$ cat src/lpd_pkg.sv
// ----------------------------------------------------------------------------
// lpd_pkg
// Shared constants, types and helper functions for the lidar packet deframer.
// ----------------------------------------------------------------------------
package lpd_pkg;

  // Default number of samples carried by one packet.
  localparam int SAMPLES_DEF = 8;

  // Framing bytes.
  localparam logic [7:0] SYNC_A   = 8'hAA;
  localparam logic [7:0] SYNC_B   = 8'h03;
  localparam logic [7:0] END_MARK = 8'h55;

  // Distance code that means no return.
  localparam logic [15:0] NO_RETURN = 16'h8000;

  // Angle constants: one turn in 1/64 degree and in 1/448 degree.
  localparam logic [15:0] TURN_64      = 16'd23040;
  localparam logic [15:0] TWO_TURN_64  = 16'd46080;
  localparam logic [15:0] HALF_TURN_64 = 16'd11520;
  localparam logic [18:0] TURN_448     = 19'd161280;

  // Field widths.
  localparam int ANGLE_W = 18;
  localparam int DIST_W  = 16;
  localparam int RAW_W   = 16;
  localparam int ANG64_W = 15;
  localparam int SKIP_W  = 6;

  // Fractional bits of the reciprocal used to divide by the sample gap count.
  localparam int RECIP_K = 18;

  // Status of the packet queue as seen by both sides.
  typedef struct packed {
    logic full;
    logic empty;
  } q_status_t;

  // Reduce a raw 16-bit angle to one turn in 1/64 degree.
  function automatic logic [ANG64_W-1:0] mod_turn(input logic [RAW_W-1:0] raw);
    logic [RAW_W-1:0] red;
    if (raw >= TWO_TURN_64) begin
      red = raw - TWO_TURN_64;
    end else if (raw >= TURN_64) begin
      red = raw - TURN_64;
    end else begin
      red = raw;
    end
    return red[ANG64_W-1:0];
  endfunction

endpackage

$ cat src/lpd_if.sv
// ----------------------------------------------------------------------------
// lpd_if
// Valid/ready stream interfaces for the serial byte input and sample output.
// ----------------------------------------------------------------------------

// Serial byte stream, one byte per beat.
interface lpd_byte_if;
  logic       valid;
  logic       ready;
  logic [7:0] rx_byte;

  modport source (output valid, output rx_byte, input ready);
  modport sink (input valid, input rx_byte, output ready);
endinterface

// Sample stream, one sample per beat.
interface lpd_sample_if;
  logic        valid;
  logic        ready;
  logic [17:0] angle;
  logic [15:0] distance_mm;
  logic        distance_valid;
  logic        revolution_start;
  logic [2:0]  sample_index;
  logic        last;

  modport source (
    output valid, output angle, output distance_mm, output distance_valid,
    output revolution_start, output sample_index, output last, input ready
  );
  modport sink (
    input valid, input angle, input distance_mm, input distance_valid,
    input revolution_start, input sample_index, input last, output ready
  );
endinterface

$ cat src/lpd_front.sv
// ----------------------------------------------------------------------------
// lpd_front
// Byte window, frame detection and overlap skip; pushes found packets.
// ----------------------------------------------------------------------------
module lpd_front #(
  parameter int SAMPLES_PER_PACKET = lpd_pkg::SAMPLES_DEF
) (
  input  logic                               clk,
  input  logic                               rst,
  lpd_byte_if.sink                           rx,
  input  lpd_pkg::q_status_t                 q_stat,
  output logic                               push,
  output logic [16*SAMPLES_PER_PACKET+31:0]  push_data
);
  import lpd_pkg::*;

  localparam int PACKET_LEN = 3 * SAMPLES_PER_PACKET + 12;

  logic [7:0]        win [PACKET_LEN];
  logic [SKIP_W-1:0] skip;
  logic              take;
  logic              hit;

  // A byte is taken whenever the queue can hold one more packet.
  assign rx.ready = !q_stat.full;
  assign take     = rx.valid && rx.ready;

  // Frame test on the window as it stands after this byte shifts in.
  assign hit = (win[1] == SYNC_A) && (win[2] == SYNC_B) &&
               (win[3] == 8'(SAMPLES_PER_PACKET)) && (rx.rx_byte == END_MARK);

  assign push = take && (skip == '0) && hit;

  // Packet fields taken from the shifted window (offset one from win).
  assign push_data[15:0]  = {win[7], win[6]};
  assign push_data[31:16] = {win[3*SAMPLES_PER_PACKET+9], win[3*SAMPLES_PER_PACKET+8]};

  for (genvar i = 0; i < SAMPLES_PER_PACKET; i++) begin : g_dist
    assign push_data[32+16*i +: 16] = {win[3*i+9], win[3*i+8]};
  end

  // Window shift and skip of starts that fall inside the last packet.
  always_ff @(posedge clk) begin
    if (rst) begin
      skip <= '0;
      for (int k = 0; k < PACKET_LEN; k++) begin
        win[k] <= '0;
      end
    end else if (take) begin
      for (int k = 0; k < PACKET_LEN - 1; k++) begin
        win[k] <= win[k+1];
      end
      win[PACKET_LEN-1] <= rx.rx_byte;
      if (skip != '0) begin
        skip <= skip - 1'b1;
      end else if (hit) begin
        skip <= SKIP_W'(PACKET_LEN - 1);
      end
    end
  end

endmodule

$ cat src/lpd_queue.sv
// ----------------------------------------------------------------------------
// lpd_queue
// Two-entry packet queue between the front and the back.
// ----------------------------------------------------------------------------
module lpd_queue #(
  parameter int WIDTH = 160
) (
  input  logic               clk,
  input  logic               rst,
  input  logic               push,
  input  logic [WIDTH-1:0]   push_data,
  input  logic               pop,
  output lpd_pkg::q_status_t q_stat,
  output logic [WIDTH-1:0]   head
);
  import lpd_pkg::*;

  logic [WIDTH-1:0] mem [2];
  logic             wr_ptr;
  logic             rd_ptr;
  logic [1:0]       count;

  assign q_stat.full  = (count == 2'd2);
  assign q_stat.empty = (count == 2'd0);
  assign head         = mem[rd_ptr];

  // Entry storage.
  always_ff @(posedge clk) begin
    if (push) begin
      mem[wr_ptr] <= push_data;
    end
  end

  // Pointers and fill count.
  always_ff @(posedge clk) begin
    if (rst) begin
      wr_ptr <= 1'b0;
      rd_ptr <= 1'b0;
      count  <= 2'd0;
    end else begin
      if (push) begin
        wr_ptr <= !wr_ptr;
      end
      if (pop) begin
        rd_ptr <= !rd_ptr;
      end
      if (push && !pop) begin
        count <= count + 2'd1;
      end else if (pop && !push) begin
        count <= count - 2'd1;
      end
    end
  end

endmodule

$ cat src/lpd_back.sv
// ----------------------------------------------------------------------------
// lpd_back
// Angle computation and sample emission for one queued packet at a time.
// ----------------------------------------------------------------------------
module lpd_back #(
  parameter int SAMPLES_PER_PACKET = lpd_pkg::SAMPLES_DEF
) (
  input  logic                               clk,
  input  logic                               rst,
  input  lpd_pkg::q_status_t                 q_stat,
  input  logic [16*SAMPLES_PER_PACKET+31:0]  head,
  output logic                               pop,
  lpd_sample_if.source                       tx
);
  import lpd_pkg::*;

  localparam int IDX_W = $clog2(SAMPLES_PER_PACKET);
  localparam int GAPS  = SAMPLES_PER_PACKET - 1;
  localparam logic [IDX_W-1:0] LAST_IDX = IDX_W'(GAPS);
  localparam logic [IDX_W:0]   GAPS_N   = (IDX_W + 1)'(GAPS);
  localparam logic [ANGLE_W-1:0] GAPS_A = ANGLE_W'(GAPS);
  localparam logic [RECIP_K:0] RECIP    = (RECIP_K + 1)'((1 << RECIP_K) / GAPS);

  typedef enum logic [2:0] {
    ST_IDLE, ST_MOD, ST_SPAN, ST_SCALE, ST_MUL, ST_QEST, ST_FIX, ST_EMIT
  } state_t;

  state_t state;

  logic [DIST_W-1:0]            samp_dist [SAMPLES_PER_PACKET];
  logic [RAW_W-1:0]             raw_start;
  logic [RAW_W-1:0]             raw_end;
  logic [ANG64_W-1:0]           start_a;
  logic [ANG64_W-1:0]           end_a;
  logic [ANG64_W-1:0]           last_end;
  logic                         seen;
  logic                         rev;
  logic [ANG64_W-1:0]           span;
  logic [ANGLE_W-1:0]           span7;
  logic [ANGLE_W-1:0]           start7;
  logic [ANGLE_W+RECIP_K:0]     prod;
  logic [ANGLE_W-1:0]           q_est;
  logic [ANGLE_W-1:0]           step_q;
  logic [IDX_W-1:0]             step_r;
  logic [ANGLE_W-1:0]           acc_q;
  logic [IDX_W-1:0]             acc_r;
  logic [IDX_W-1:0]             idx;

  logic                         slot_free;
  logic [ANGLE_W:0]             ang_sum;
  logic [ANGLE_W-1:0]           ang_wrap;
  logic [IDX_W:0]               r_sum;
  logic [IDX_W+2:0]             idx_ext;
  logic [ANGLE_W-1:0]           r_diff;
  logic [ANGLE_W-1:0]           start_sel;
  logic [ANGLE_W-1:0]           span_sel;

  assign pop       = (state == ST_IDLE) && !q_stat.empty;
  assign slot_free = !tx.valid || tx.ready;

  // Angle of the current sample, wrapped at one turn.
  assign ang_sum  = {1'b0, start7} + {1'b0, acc_q};
  assign ang_wrap = (ang_sum >= TURN_448) ? ANGLE_W'(ang_sum - TURN_448)
                                          : ang_sum[ANGLE_W-1:0];

  // Remainder bookkeeping for the running interpolation step.
  assign r_sum   = {1'b0, acc_r} + {1'b0, step_r};
  assign idx_ext = {3'b000, idx};

  // Remainder of the reciprocal estimate, known to be below twice the gap count.
  assign r_diff = span7 - ANGLE_W'(q_est * GAPS_A);

  assign start_sel = {3'b000, start_a};
  assign span_sel  = {3'b000, span};

  // Sequencer and registered sample output.
  always_ff @(posedge clk) begin
    if (rst) begin
      state    <= ST_IDLE;
      seen     <= 1'b0;
      last_end <= '0;
      tx.valid <= 1'b0;
    end else begin
      // A taken beat is dropped unless the next sample replaces it.
      if (tx.valid && tx.ready && (state != ST_EMIT)) begin
        tx.valid <= 1'b0;
      end
      case (state)
        ST_IDLE: begin
          if (!q_stat.empty) begin
            raw_start <= head[15:0];
            raw_end   <= head[31:16];
            for (int i = 0; i < SAMPLES_PER_PACKET; i++) begin
              samp_dist[i] <= head[32+16*i +: 16];
            end
            state <= ST_MOD;
          end
        end
        ST_MOD: begin
          start_a  <= mod_turn(raw_start);
          end_a    <= mod_turn(raw_end);
          state    <= ST_SPAN;
        end
        ST_SPAN: begin
          rev      <= seen && (({1'b0, start_a} + HALF_TURN_64) < {1'b0, last_end});
          last_end <= end_a;
          seen     <= 1'b1;
          if (end_a >= start_a) begin
            span <= end_a - start_a;
          end else begin
            span <= ANG64_W'({1'b0, end_a} + TURN_64 - {1'b0, start_a});
          end
          state <= ST_SCALE;
        end
        ST_SCALE: begin
          span7  <= (span_sel << 3) - span_sel;
          start7 <= (start_sel << 3) - start_sel;
          state  <= ST_MUL;
        end
        ST_MUL: begin
          prod  <= span7 * RECIP;
          state <= ST_QEST;
        end
        ST_QEST: begin
          q_est <= prod[RECIP_K +: ANGLE_W];
          state <= ST_FIX;
        end
        ST_FIX: begin
          if (r_diff[IDX_W:0] >= GAPS_N) begin
            step_q <= q_est + 1'b1;
            step_r <= IDX_W'(r_diff[IDX_W:0] - GAPS_N);
          end else begin
            step_q <= q_est;
            step_r <= r_diff[IDX_W-1:0];
          end
          acc_q <= '0;
          acc_r <= '0;
          idx   <= '0;
          state <= ST_EMIT;
        end
        ST_EMIT: begin
          if (slot_free) begin
            tx.valid            <= 1'b1;
            tx.angle            <= ang_wrap;
            tx.distance_mm      <= samp_dist[idx];
            tx.distance_valid   <= (samp_dist[idx] != '0) && (samp_dist[idx] != NO_RETURN);
            tx.revolution_start <= rev && (idx == '0);
            tx.sample_index     <= idx_ext[2:0];
            tx.last             <= (idx == LAST_IDX);
            if (r_sum >= GAPS_N) begin
              acc_q <= acc_q + step_q + 1'b1;
              acc_r <= IDX_W'(r_sum - GAPS_N);
            end else begin
              acc_q <= acc_q + step_q;
              acc_r <= r_sum[IDX_W-1:0];
            end
            idx <= idx + 1'b1;
            if (idx == LAST_IDX) begin
              state <= ST_IDLE;
            end
          end
        end
        default: begin
          state <= ST_IDLE;
        end
      endcase
    end
  end

endmodule

$ cat src/lidar_packet_deframer.sv
// ----------------------------------------------------------------------------
// lidar_packet_deframer
// Finds fixed-size lidar packets in a serial byte stream and emits samples.
// ----------------------------------------------------------------------------
// Usage: feed raw serial bytes on rx, one byte per beat. The block keeps a
// sliding window of 3*SAMPLES_PER_PACKET+12 bytes and recognizes a packet
// by its two sync bytes, sample count and end byte. For each packet it
// sends SAMPLES_PER_PACKET beats on samples, carrying distance, validity,
// interpolated angle, sample index, a revolution-start flag and last.
// Throughput: one byte per cycle in while the queue is not full. The back
// end works on one packet at a time: it loads the packet, does the angle
// setup (reduction, span, scaling, reciprocal multiply, quotient estimate,
// correction) and then emits the samples in order, each once the output
// register is free to take it.
// A two-packet queue lets bytes keep flowing while samples drain. When the
// sample receiver stalls, samples wait in the output register; once both
// queue slots are full, rx.ready drops until the back end takes a packet.
// Reset (synchronous, active high) clears the byte window, the skip count,
// the queue, the revolution tracking and any pending output.
// ----------------------------------------------------------------------------
module lidar_packet_deframer #(
  parameter int SAMPLES_PER_PACKET = lpd_pkg::SAMPLES_DEF
) (
  input  logic         clk,
  input  logic         rst,
  lpd_byte_if.sink     rx,
  lpd_sample_if.source samples
);
  import lpd_pkg::*;

  localparam int ENTRY_W = 16 * SAMPLES_PER_PACKET + 32;

  q_status_t          q_stat;
  logic               push;
  logic               pop;
  logic [ENTRY_W-1:0] push_data;
  logic [ENTRY_W-1:0] head;

  // Byte window and frame detection.
  lpd_front #(
    .SAMPLES_PER_PACKET(SAMPLES_PER_PACKET)
  ) u_front (
    .clk      (clk),
    .rst      (rst),
    .rx       (rx),
    .q_stat   (q_stat),
    .push     (push),
    .push_data(push_data)
  );

  // Packet queue.
  lpd_queue #(
    .WIDTH(ENTRY_W)
  ) u_queue (
    .clk      (clk),
    .rst      (rst),
    .push     (push),
    .push_data(push_data),
    .pop      (pop),
    .q_stat   (q_stat),
    .head     (head)
  );

  // Angle setup and sample emission.
  lpd_back #(
    .SAMPLES_PER_PACKET(SAMPLES_PER_PACKET)
  ) u_back (
    .clk   (clk),
    .rst   (rst),
    .q_stat(q_stat),
    .head  (head),
    .pop   (pop),
    .tx    (samples)
  );

endmodule
$ cat src/flat_wrapper.sv
// flat-port wrapper written by rule: the top's interface ports become plain ports
module lidar_packet_deframer_flat import lpd_pkg::*;
#(
  parameter int SAMPLES_PER_PACKET = lpd_pkg::SAMPLES_DEF
)
  (clk, rst, rx_valid, rx_rx_byte, rx_ready, samples_valid, samples_angle, samples_distance_mm, samples_distance_valid, samples_revolution_start, samples_sample_index, samples_last, samples_ready);
  lpd_byte_if rx_i ();
  lpd_sample_if samples_i ();
  input  logic clk;
  input  logic rst;
  input wire logic [$bits(rx_i.valid)-1:0] rx_valid;
  input wire logic [$bits(rx_i.rx_byte)-1:0] rx_rx_byte;
  output wire logic [$bits(rx_i.ready)-1:0] rx_ready;
  output wire logic [$bits(samples_i.valid)-1:0] samples_valid;
  output wire logic [$bits(samples_i.angle)-1:0] samples_angle;
  output wire logic [$bits(samples_i.distance_mm)-1:0] samples_distance_mm;
  output wire logic [$bits(samples_i.distance_valid)-1:0] samples_distance_valid;
  output wire logic [$bits(samples_i.revolution_start)-1:0] samples_revolution_start;
  output wire logic [$bits(samples_i.sample_index)-1:0] samples_sample_index;
  output wire logic [$bits(samples_i.last)-1:0] samples_last;
  input wire logic [$bits(samples_i.ready)-1:0] samples_ready;
  assign rx_i.valid = rx_valid;
  assign rx_i.rx_byte = rx_rx_byte;
  assign rx_ready = rx_i.ready;
  assign samples_valid = samples_i.valid;
  assign samples_angle = samples_i.angle;
  assign samples_distance_mm = samples_i.distance_mm;
  assign samples_distance_valid = samples_i.distance_valid;
  assign samples_revolution_start = samples_i.revolution_start;
  assign samples_sample_index = samples_i.sample_index;
  assign samples_last = samples_i.last;
  assign samples_i.ready = samples_ready;
  lidar_packet_deframer #(.SAMPLES_PER_PACKET(SAMPLES_PER_PACKET)) u_core (.clk(clk), .rst(rst), .rx(rx_i), .samples(samples_i));
endmodule
$ cat config.mk
export PLATFORM = sky130hd
export DESIGN_NAME = lidar_packet_deframer_flat
export DESIGN_NICKNAME = d
export VERILOG_FILES = /design/src/lpd_pkg.sv /design/src/lpd_if.sv /design/src/lpd_front.sv /design/src/lpd_queue.sv /design/src/lpd_back.sv /design/src/lidar_packet_deframer.sv /design/src/flat_wrapper.sv
export SDC_FILE = /design/constraint.sdc
export NUM_CORES = 1
export LEC_CHECK = 0
export BUFFER_PORTS_ARGS = -buffer_cell sky130_fd_sc_hd__clkbuf_2
export CAP_MARGIN = 15
export CORE_MARGIN = 10
export CORE_UTILIZATION = 45
export CTS_BUF_LIST = sky130_fd_sc_hd__clkbuf_8
export DETAILED_ROUTE_END_ITERATION = 8
export GPL_TIMING_DRIVEN = 1
export PLACE_DENSITY = 0.71
export SYNTH_ARGS = -nofsm -noshare
export SYNTH_HDL_FRONTEND = slang
export SYNTH_SLANG_ARGS = --single-unit
$ cat constraint.sdc
create_clock -name clk -period 22.7 [get_ports clk]
set_input_delay 4.54 -clock clk [delete_from_list [all_inputs] [get_ports clk]]
set_output_delay 4.54 -clock clk [all_outputs]
set_load 0.02 [all_outputs]
==> impl_metrics.csv <==
group,metric,value,unit
sta,grt_setup_unrepaired,"no",
floorplan,die-area,114000,sq um
logic_synthesis,ys_async_sr_fraction,0,%
final_layout,final_area,50300,sq um
sta,final_hold_viol_count,0,
power_and_ir_drop,power_frac_seq,51.9,%
final_layout,fillers,8393,
grt,grt_pass1_wl,135000,um
drt,wl,84600,um
worst_hold_path,holdCritStartpoint,"u_core.u_back.prod[24]",
power_and_ir_drop,p_comb_share,15.3,%
logic_synthesis,yosysWarningCount,0,
power_and_ir_drop,switching_share,26.7,%
clock_tree,clk_pin_slew,0.06,ns
power_and_ir_drop,peakVddDrop,66.7,uV
worst_setup_path,crit_arrival,8.03,ns
placed_design,gp_congestion,0.844,
clock_tree,cts_made_buffers,156,
worst_setup_path,cp-start-kind,"input port",
placed_design,dpl_cell_area,47300,sq um
power_and_ir_drop,p_total,0.00452,W
floorplan,io_pins,54,
worst_setup_path,rr_startpoint,"u_core.u_back.span7[1]",
worst_hold_path,hold_class,"reg2reg",
sta,relSlewSlack,26.2,%
power_and_ir_drop,clkPwrFrac,32.8,%
power_and_ir_drop,power.density,89.8,nW/um^2
final_layout,area_growth,10.7,%
logic_synthesis,syn_nets,3381,
grt,grt_usage,15.0,%
final_layout,fin_nets,3529,
sta,slew_violations,0,
power_and_ir_drop,p_int,0.00331,W
logic_synthesis,synth.avg_cell_area,14.9,sq um
drt,drtIter0Drc,1379,
sta,finClkSkew,0.0463,ns
worst_setup_path,criticalPathCategory,"in2reg",
grt,grt_max_degree,161,
sta,fin_crit,7.62,ns
worst_setup_path,critical_path.slowest_cell,"buf_4",
logic_synthesis,synth_edf_count,958,
run_status,run_status,"finished, final reports clean",
clock_tree,clk_path_buf_depth,3,
final_layout,drive_gt1_share,16.2,%
clock_tree,htreeDepth,4,
worst_setup_path,crit_top_cell,"buf_4",
clock_tree,root_buffer,"clkbuf_8",
sta,max_freq,131,MHz
floorplan,initial_core_util,45.4,%
worst_setup_path,cpPeakStageDelay,0.85,ns
logic_synthesis,ys_types,89,
sta,finalSetupViolCount,0,
logic_synthesis,synth.cell_area,45500,sq um
worst_setup_path,cp-startpoint,"rst",
floorplan,fp-row-count,116,
power_and_ir_drop,leakage,18.7,nW
logic_synthesis,seq_area_frac_synth,64.8,%
placed_design,dp_hpwl,55100,um
grt,overflow,0,
grt,antenna_found_initial,2,
drt,vias_per_cell,5.17,
floorplan,coreArea,100000,sq um
floorplan,die_w,338,um
clock_tree,clock_latency,0.83,ns
clock_tree,ctsResizeCount,0,
drt,drc,0,
clock_tree,cts_tree,"done",
floorplan,chipHeight,338,um
clock_tree,hold_buffers,0,
worst_setup_path,required,23.11,ns
logic_synthesis,synth-seq-cells,992,
drt,drtAntennaViolNets,0,
drt,vias,23900,
logic_synthesis,ys.flop_type,"edfxtp_1",
logic_synthesis,netlist_instances,3061,
power_and_ir_drop,netSwitchingPower,0.00120,W
drt,wire_per_inst,18.3,um
sta,tns,0,ns
clock_tree,post_cts_buffers,0,
worst_setup_path,worstPathMaxFanout,73,
drt,first_pass_iters,7,
worst_setup_path,path_cells,"clkbuf_2, buf_4, inv_1, nand2_4, buf_4, buf_4",
flow_run,maxCapViolCount,0,
grt,grt_pass1_vias,24400,
sta,hold_ws,0.402,ns
final_layout,regArea,29500,sq um
placed_design,port_buffers,53,
clock_tree,cts.sinks,992,
sta,worst_pin_slew,1.11,ns
worst_setup_path,crit_path_end_kind,"flop",
sta,fin_crit_sh,33.6,%
final_layout,multi_input_comb_area,14900,sq um
-- metrics by stage --
stage	instances	setup WS, ns	utilization (%)
global placement	4348	14.26	47.2
floorplan	3061	9.37	-
CTS	4626	15.11	50.3
detailed placement	4349	14.22	47.2
global route	4627	14.83	50.3
finish	4627	15.08	50.3
-- cell usage in the layout, fill, tap and decap left out, drive strengths merged, types with 9 or more instances in the layout --
cell type,n
nor4,17
o211ai,11
mux2,179
nand2b,26
fa,63
and3,15
mux2i,10
nor2,117
clkinv,62
xnor2,98
clkbuf,211
nor3,49
a31oi,13
or2,11
nand3,32
mux4,32
and2,278
nor2b,28
a21o,42
o21ai,61
xor2,49
nand4,10
dfxtp,34
o31ai,12
o21a,9
a21oi,105
a211oi,15
inv,255
buf,25
edfxtp,958
ha,245
bufinv,10
nand2,116
or3,12
-- worst paths after layout --
check	endpoint	slack, ns	depth (start not counted)
max	u_core.u_front.win[0][251]	15.08	6
min	u_core.u_back.q_est[6]	0.40	0
max reg2reg	u_core.u_back.prod[33]	17.10	19
min reg2reg	u_core.u_back.q_est[6]	0.40	0
-- final cells by class --
type	instances	share of cell area, %
diodes	1	0.00497
clock buffers	158	4.32
clock inverters	119	1.73
inverters	210	1.57
multi-input cells	1771	29.7
flip-flops and latches	992	58.5
well taps	1298	3.23
repair buffers	78	0.920
-- routing by layer --
metal  wire length [um]  track usage [%]  vias to the layer above  share of wire [%]
met5                  0                0                        -                  0
met4               2640             5.94                        0                3.1
met3               3410             2.95                      171                4.0
met2              40300             24.3                      430                 48
met1              38300             19.7                    11800                 45
li1                   -                -                    11600                  -
-- power groups by stage --
| stage | Clock [W] | Combinational [W] | Sequential [W] |
|---|---|---|---|
| 2_1_floorplan | 0 | 0.000555 | 0.00235 |
| 3_3_place_gp | 0 | 0.000682 | 0.00238 |
| 3_5_place_dp | 0 | 0.000694 | 0.00238 |
| 4_1_cts | 0.00153 | 0.000700 | 0.00235 |
| 5_1_grt | 0.00161 | 0.000778 | 0.00236 |
| 6_report | 0.00148 | 0.000691 | 0.00234 |
-- cells in the mapped netlist, types with 13 or more instances --
cell type,instances,area (sq um)
mux2_2,178,2000
nand2b_1,26,163
xnor2_1,98,858
nor2b_1,28,175
and3_1,15,93.8
fa_1,63,1260
a21oi_1,103,515
edfxtp_1,958,28800
mux4_2,32,721
o21ai_0,59,295
nor2_1,117,439
clkbuf_1,79,297
nor3_1,49,245
nand2_1,116,435
nor4_1,17,106
a21o_1,42,315
a211oi_1,13,97.6
ha_1,245,3070
and2_1,277,1730
xor2_1,49,429
inv_1,210,788
dfxtp_1,34,681
nand3_1,32,160
-- flip-flops by register name (all words and copies together) (netlist names), 17 cells and up, named ones only --
signal / count
u_core.u_queue.mem: 320
u_core.u_back.samp_dist: 128
u_core.u_back.tx.angle: 18
u_core.u_back.span7: 18
u_core.u_back.start7: 18
u_core.u_back.acc_q: 18
u_core.u_back.step_q: 17
u_core.u_front.win: 280
-- cells by family (layout without fill, tap and decap cells) --
family          Yosys count  count (layout)  synth area share (%)
flops                   992             992                  64.8
mux                     221             221                  6.25
fa+ha+maj               308             308                  9.52
buf+inv                 298             565                  2.48
xor+xnor                147             147                  2.83
other cells               0               1                     0
simple gates            756             756                  9.13
compound gates          339             339                  5.02
-- worst max-delay path: cells and delay by family --
family | cells | cell delay, ns
buffers and inverters | 5 | 2.56
AND/OR/NAND/NOR | 1 | 0.65
(Power assumes the default switching activity.)
